===== src/hw/rtl/rhc_pkg.sv =====
// Shared constants for the rgb/hsl color converter.
package rhc_pkg;
  localparam int FRAC_BITS_DEF = 16;
  localparam logic REQ_RGB2HSL = 1'b0;
  localparam logic REQ_HSL2RGB = 1'b1;
endpackage


===== src/hw/rtl/rhc_div.sv =====
// Pipelined restoring divider: q = floor(a * 2^(QB-1) / den), one quotient bit per stage.
module rhc_div
  import rhc_pkg::*;
#(
  parameter int DW = FRAC_BITS_DEF + 1,
  parameter int QB = FRAC_BITS_DEF + 1
) (
  input  logic          clk,
  input  logic          en,
  input  logic [DW-1:0] a,
  input  logic [DW-1:0] den,
  output logic [QB-1:0] q
);
  logic [DW-1:0] den_r [QB];
  logic [DW-1:0] rem_r [QB];
  logic [QB-1:0] q_r   [QB];

  for (genvar k = 0; k < QB; k++) begin : g_stage
    logic [DW:0]   trial;
    logic [DW-1:0] den_in;
    logic [QB-1:0] q_in;
    logic          ge;
    logic [DW:0]   diff;

    if (k == 0) begin : g_first
      assign trial  = {1'b0, a};
      assign den_in = den;
      assign q_in   = '0;
    end else begin : g_next
      assign trial  = {rem_r[k-1], 1'b0};
      assign den_in = den_r[k-1];
      assign q_in   = q_r[k-1];
    end

    assign ge   = trial >= {1'b0, den_in};
    assign diff = trial - {1'b0, den_in};

    always_ff @(posedge clk) begin
      if (en) begin
        den_r[k] <= den_in;
        rem_r[k] <= ge ? diff[DW-1:0] : trial[DW-1:0];
        q_r[k]   <= {q_in[QB-2:0], ge};
      end
    end
  end

  assign q = q_r[QB-1];
endmodule


===== config.mk =====
export PLATFORM = sky130hd
export DESIGN_NAME = rhc_div
export DESIGN_NICKNAME = d
export VERILOG_FILES = /design/src/hw/rtl/rhc_pkg.sv /design/src/hw/rtl/rhc_div.sv
export SDC_FILE = /design/constraint.sdc
export NUM_CORES = 1
export LEC_CHECK = 0
export BUFFER_PORTS_ARGS = -buffer_cell sky130_fd_sc_hd__buf_2
export CORE_MARGIN = 2
export CORE_UTILIZATION = 31
export DETAILED_ROUTE_END_ITERATION = 12
export PLACE_DENSITY = 0.48
export SLEW_MARGIN = 20
export SYNTH_ARGS = -nofsm -noshare
export SYNTH_HDL_FRONTEND = slang
export SYNTH_SLANG_ARGS = --single-unit

===== constraint.sdc =====
create_clock -name clk -period 4.87 [get_ports clk]
set_input_delay 0.487 -clock clk [delete_from_list [all_inputs] [get_ports clk]]
set_output_delay 0.487 -clock clk [all_outputs]
set_load 0.05 [all_outputs]

After elaboration in Yosys (flattened, before gate mapping)
Memories as Yosys holds them, arrays and structs flattened.
Index checks and enable logic that the tools add are counted.
{"block": "word_totals", "wordCells": 56, "register_bits": 0, "mem_bits_rw": 867, "memories": 3}
{"block": "op_classes", "add_sub_neg": 17, "mux": 19, "order_cmp": 17}
{"memory": "den_r", "depth": 17, "width": 17, "read_ports": 16, "rd_clocked_by_memory_dff": 0, "wr": 17, "line_no": "rhc_div.sv:14", "rtl": "logic [DW-1:0] den_r [QB];"}
{"memory": "q_r", "depth": 17, "width": 17, "read_ports": 17, "rd_clocked_by_memory_dff": 0, "wr": 17, "line_no": "rhc_div.sv:16", "rtl": "logic [QB-1:0] q_r [QB];"}
{"memory": "rem_r", "depth": 17, "width": 17, "read_ports": 16, "rd_clocked_by_memory_dff": 0, "wr": 17, "line_no": "rhc_div.sv:15", "rtl": "logic [DW-1:0] rem_r [QB];"}
{"operator": "$mux W17", "n": 17}
{"operator": "$sub A17 B17 Y17", "n": 17}
{"operator": "$ge A18 B17 Y1", "n": 16}
{"operator": "$ge A17 B17 Y1", "n": 1}
{"operator": "$mux W1", "n": 2}

Logic depth before layout (Yosys ltp)
An unclocked memory read counts as a cell.
{"block": "depth", "word_depth": 3, "mapped_depth": 13, "depth_no_buf": 12}

Least setup slack after synthesis
OpenSTA, ideal clock, no wires.
{"block": "synth_timing", "kind": "register -> register", "from": "memory rem_r[0][57] (netlist name)", "to": "memory rem_r[0][77] (netlist name) (data pin)", "path_slack_ns": 1.941, "path_stages_with_launch": 10, "setup_ns": 0.260, "t_arrival_ns": 2.668, "cell_sequence": "edfxtp_1 > ha_1 > a21o_1 > a221o_1 > a221o_2 > a21oi_2 > o21ai_2 > a31oi_4 > buf_12 > mux2_4"}
{"element": "start: declaration", "line_no": "rhc_div.sv:15"}

==> qor.csv <==
metric;value;unit
status;completed;
R2R Path End;rem_r[0][46]$_DFFE_PP_;
H-tree levels;3;
FMAX;275;MHz
Post-Synthesis Cells;2999;
RSZ-0062 raised after global routing;no;
Clock Latency Late Sink;670;ps
Reg2Reg Setup Slack;1230;ps
M3 GR Usage;2.00;%
final net count;3473;
synth top area cells;edfxtp_1 56%, ha_1 9.6%, mux2_2 4.1%;
WP data arrival;4030;ps
met2 usage;22.8;%
synthesized area;0.0374;mm^2
CTS tree;built;
all-layer global routing usage;12.2;%
Ys Warns;0;
top_reg_cell synth;edfxtp_1;
Worst Setup Start Kind;flop;
P per Cell Area;640;mW/mm^2
area of the multi-input gates;0.0150;mm^2
Setup Viol. Count Final;0;
port bufs;52;
met1 Track Usage GR;14.0;%
CTS Buf Count;84;
routed len/inst;15.6;um
Clock Skews;48.0;ps
first-pass GRT wire length;121000;um
post-route minimum period;3640;ps
routed vias;22400;
Rows;127;
worst hold endpoint;den_r[0][16]$_DFFE_PP_;
Pins Over Slew Limit;0;
share of the synthesized area in the top cell type;55.9;%
Sum Neg Setup Slack;0;ps
Initial DRC Count;1098;
core area;0.120;mm^2
Die Wd;352;um
Final Hold Vio Count;0;
RD Place Congestion;0.802;
Final ANT Viol Nets;0;
FF+latch count, synth;697;
Post-Syn Area per Cell;12.5;um^2
Die Y-Extent;352;um
Max FO, Critical Path;24;
WS Path Type;flop to flop;
boundary pin count;53;
synth-to-layout area growth;13.8;%
library cells used by synthesis;91;
Root Buffer;clkbuf_16;
die area;0.124;mm^2
Seq/Total Area, Yosys;55.9;%
drt pass-1 iters;5;
Critical Path End Type;flop;
worst r2r src;rem_r[0][18]$_DFFE_PP_;
Slew headroom;34.8;%
Post-Route WL;74800;um
number of diodes;0;
area leader, netlist;edfxtp_1;
FF-to-FF path depth;10;
FF/Latch Area;0.0209;mm^2
post-DP HPWL;54800;um
leakage power;17.2;nW
Initial Util;31.2;%
vias per inst;4.65;
asr flop ratio synth;0;%
clock slew at reported path FFs;50;ps
CTS Sinks;697;
IR drop worst, VDD;0.000306;V
initial antenna violation count;0;
final period utilization;74.8;%
largest net degree at the start of global routing;126;
hold_sp;den[16];
max_cap viols;0;
Hold WC Path Type;input pin to flop;
Tightest Pin Transition;978;ps
GRT busiest layer;met2;
total power;27.3;mW
Syn Nets;3339;
Required @ worst endpoint;5260;ps
maximum buffer depth of the clock tree;3;
vias in the first global route;22900;
Non-Filler Cell Area, Final;0.0426;mm^2
Area after DPL;0.0397;mm^2
layout cells sized above 1;12.4;%
fillcell total;11800;
gr ovfl total;0;
DRC errors left;0;
post-CTS setup buffer count;0;
Min-Delay Path Depth;1;
Post-synth EDFFs;697;
[registers in the layout (all words and copies together) (netlist names)]
register  cells
q_r         153
rem_r       272
den_r       272
[per-layer routing]
layer | wire length [um] | share of wire [%]
met1 | 31300 | 42
met2 | 39000 | 52
met3 | 1980 | 2.6
met4 | 2490 | 3.3
met5 | 0 | 0
[cell families (layout without fill, tap and decap cells)]
group	after synthesis	after routing	synth area share (%)
AOI/OAI and AO/OA	662	662	11.8
xor gates and xnor gates	211	211	4.94
adders and majority gates	304	304	10.5
buffers and inverters	392	592	4.15
DFF	697	697	55.9
muxes	172	172	5.33
and+or+nand+nor	561	561	7.36
[power by group]
part / switching [mW] / leakage, nW / total (mW) / internal, mW
logic: 5.97 / 9.04 / 11.4 / 5.43
clock network: 2.54 / 1.31 / 6.21 / 3.67
registers: 0.790 / 6.82 / 9.66 / 8.87
[final cells by class]
cell class / instances / share of cell area (%)
clock buffers: 102 / 5.09
clock inverters: 50 / 1.33
inverters: 357 / 3.15
multi-input cells: 1910 / 35.2
flip-flops and latches: 697 / 49.1
well taps: 1612 / 4.74
repair buffers: 83 / 1.40
[worst max-delay path, cell delays in order (launching register included)]
cell and delay [ps]:
edfxtp_1 390, ha_1 360, nor2b_1 150, o21a_1 170, or2_2 300, a31oi_1 160
o21ai_0 160, nand3_1 140, a41o_1 690, clkinv_1 470, mux2_2 380
[through the flow]
step                      std cells  hold WS, ps  utilization [%]  setup WS, ps
final                          4811         46.3             35.6          1230
after global routing           4811         8.50             35.6           906
after global placement         4647          400             33.2          1190
after detailed placement       4647          405             33.2          1200
after CTS                      4811         1.12             35.5          1180
after floorplan                2999          400                -          1940
[timing repair]
action / in CTS / in global routing
endpoints found under the setup margin: 0 / 0
hold endpoints to repair: 12 / 0
resized for setup: 0 / 0
hold buffers: 12 / 0
[layout by cell type (no fill, tap or decap), types with 84 or more instances in the layout]
master and count:
edfxtp_1 697, inv_1 354, ha_1 288, a21oi_1 169, nand2_1 155, o21ai_0 144
nor2_1 141, mux2_2 137, xnor2_1 131, a21o_1 100, clkbuf_16 84
[how the worst max path moves through the flow]
stage | start | to | cells after the start
floorplan | rem_r[0][57]$_DFFE_PP_ | rem_r[0][77]$_DFFE_PP_ | 9
global placement | rem_r[0][18]$_DFFE_PP_ | rem_r[0][47]$_DFFE_PP_ | 10
detailed placement | den_r[0][19]$_DFFE_PP_ | rem_r[0][46]$_DFFE_PP_ | 11
CTS | den_r[0][19]$_DFFE_PP_ | rem_r[0][46]$_DFFE_PP_ | 11
global route | den_r[0][19]$_DFFE_PP_ | rem_r[0][46]$_DFFE_PP_ | 11
finish | rem_r[0][18]$_DFFE_PP_ | rem_r[0][46]$_DFFE_PP_ | 10
[Yosys cell counts, types with 10 or more instances]
| cell | instances |
|---|---|
| xor2_1 | 80 |
| mux2_2 | 137 |
| o21bai_1 | 28 |
| a21oi_1 | 169 |
| inv_1 | 354 |
| a211oi_1 | 18 |
| o31ai_1 | 19 |
| o21ai_0 | 145 |
| nand4_1 | 24 |
| a21o_1 | 100 |
| nand2b_1 | 36 |
| nor3_1 | 42 |
| edfxtp_1 | 697 |
| and4_1 | 11 |
| nand2_1 | 155 |
| o21a_1 | 29 |
| and3_1 | 22 |
| xnor2_1 | 131 |
| a211o_1 | 10 |
| nand3_1 | 27 |
| clkbuf_1 | 18 |
| mux2i_1 | 13 |
| nor4_1 | 12 |
| a31oi_1 | 25 |
| nor2b_1 | 40 |
| or2_2 | 14 |
| fa_1 | 16 |
| mux2_4 | 20 |
| ha_1 | 288 |
| nor2_1 | 141 |
| and2_1 | 10 |
(Power assumes the default switching activity.)
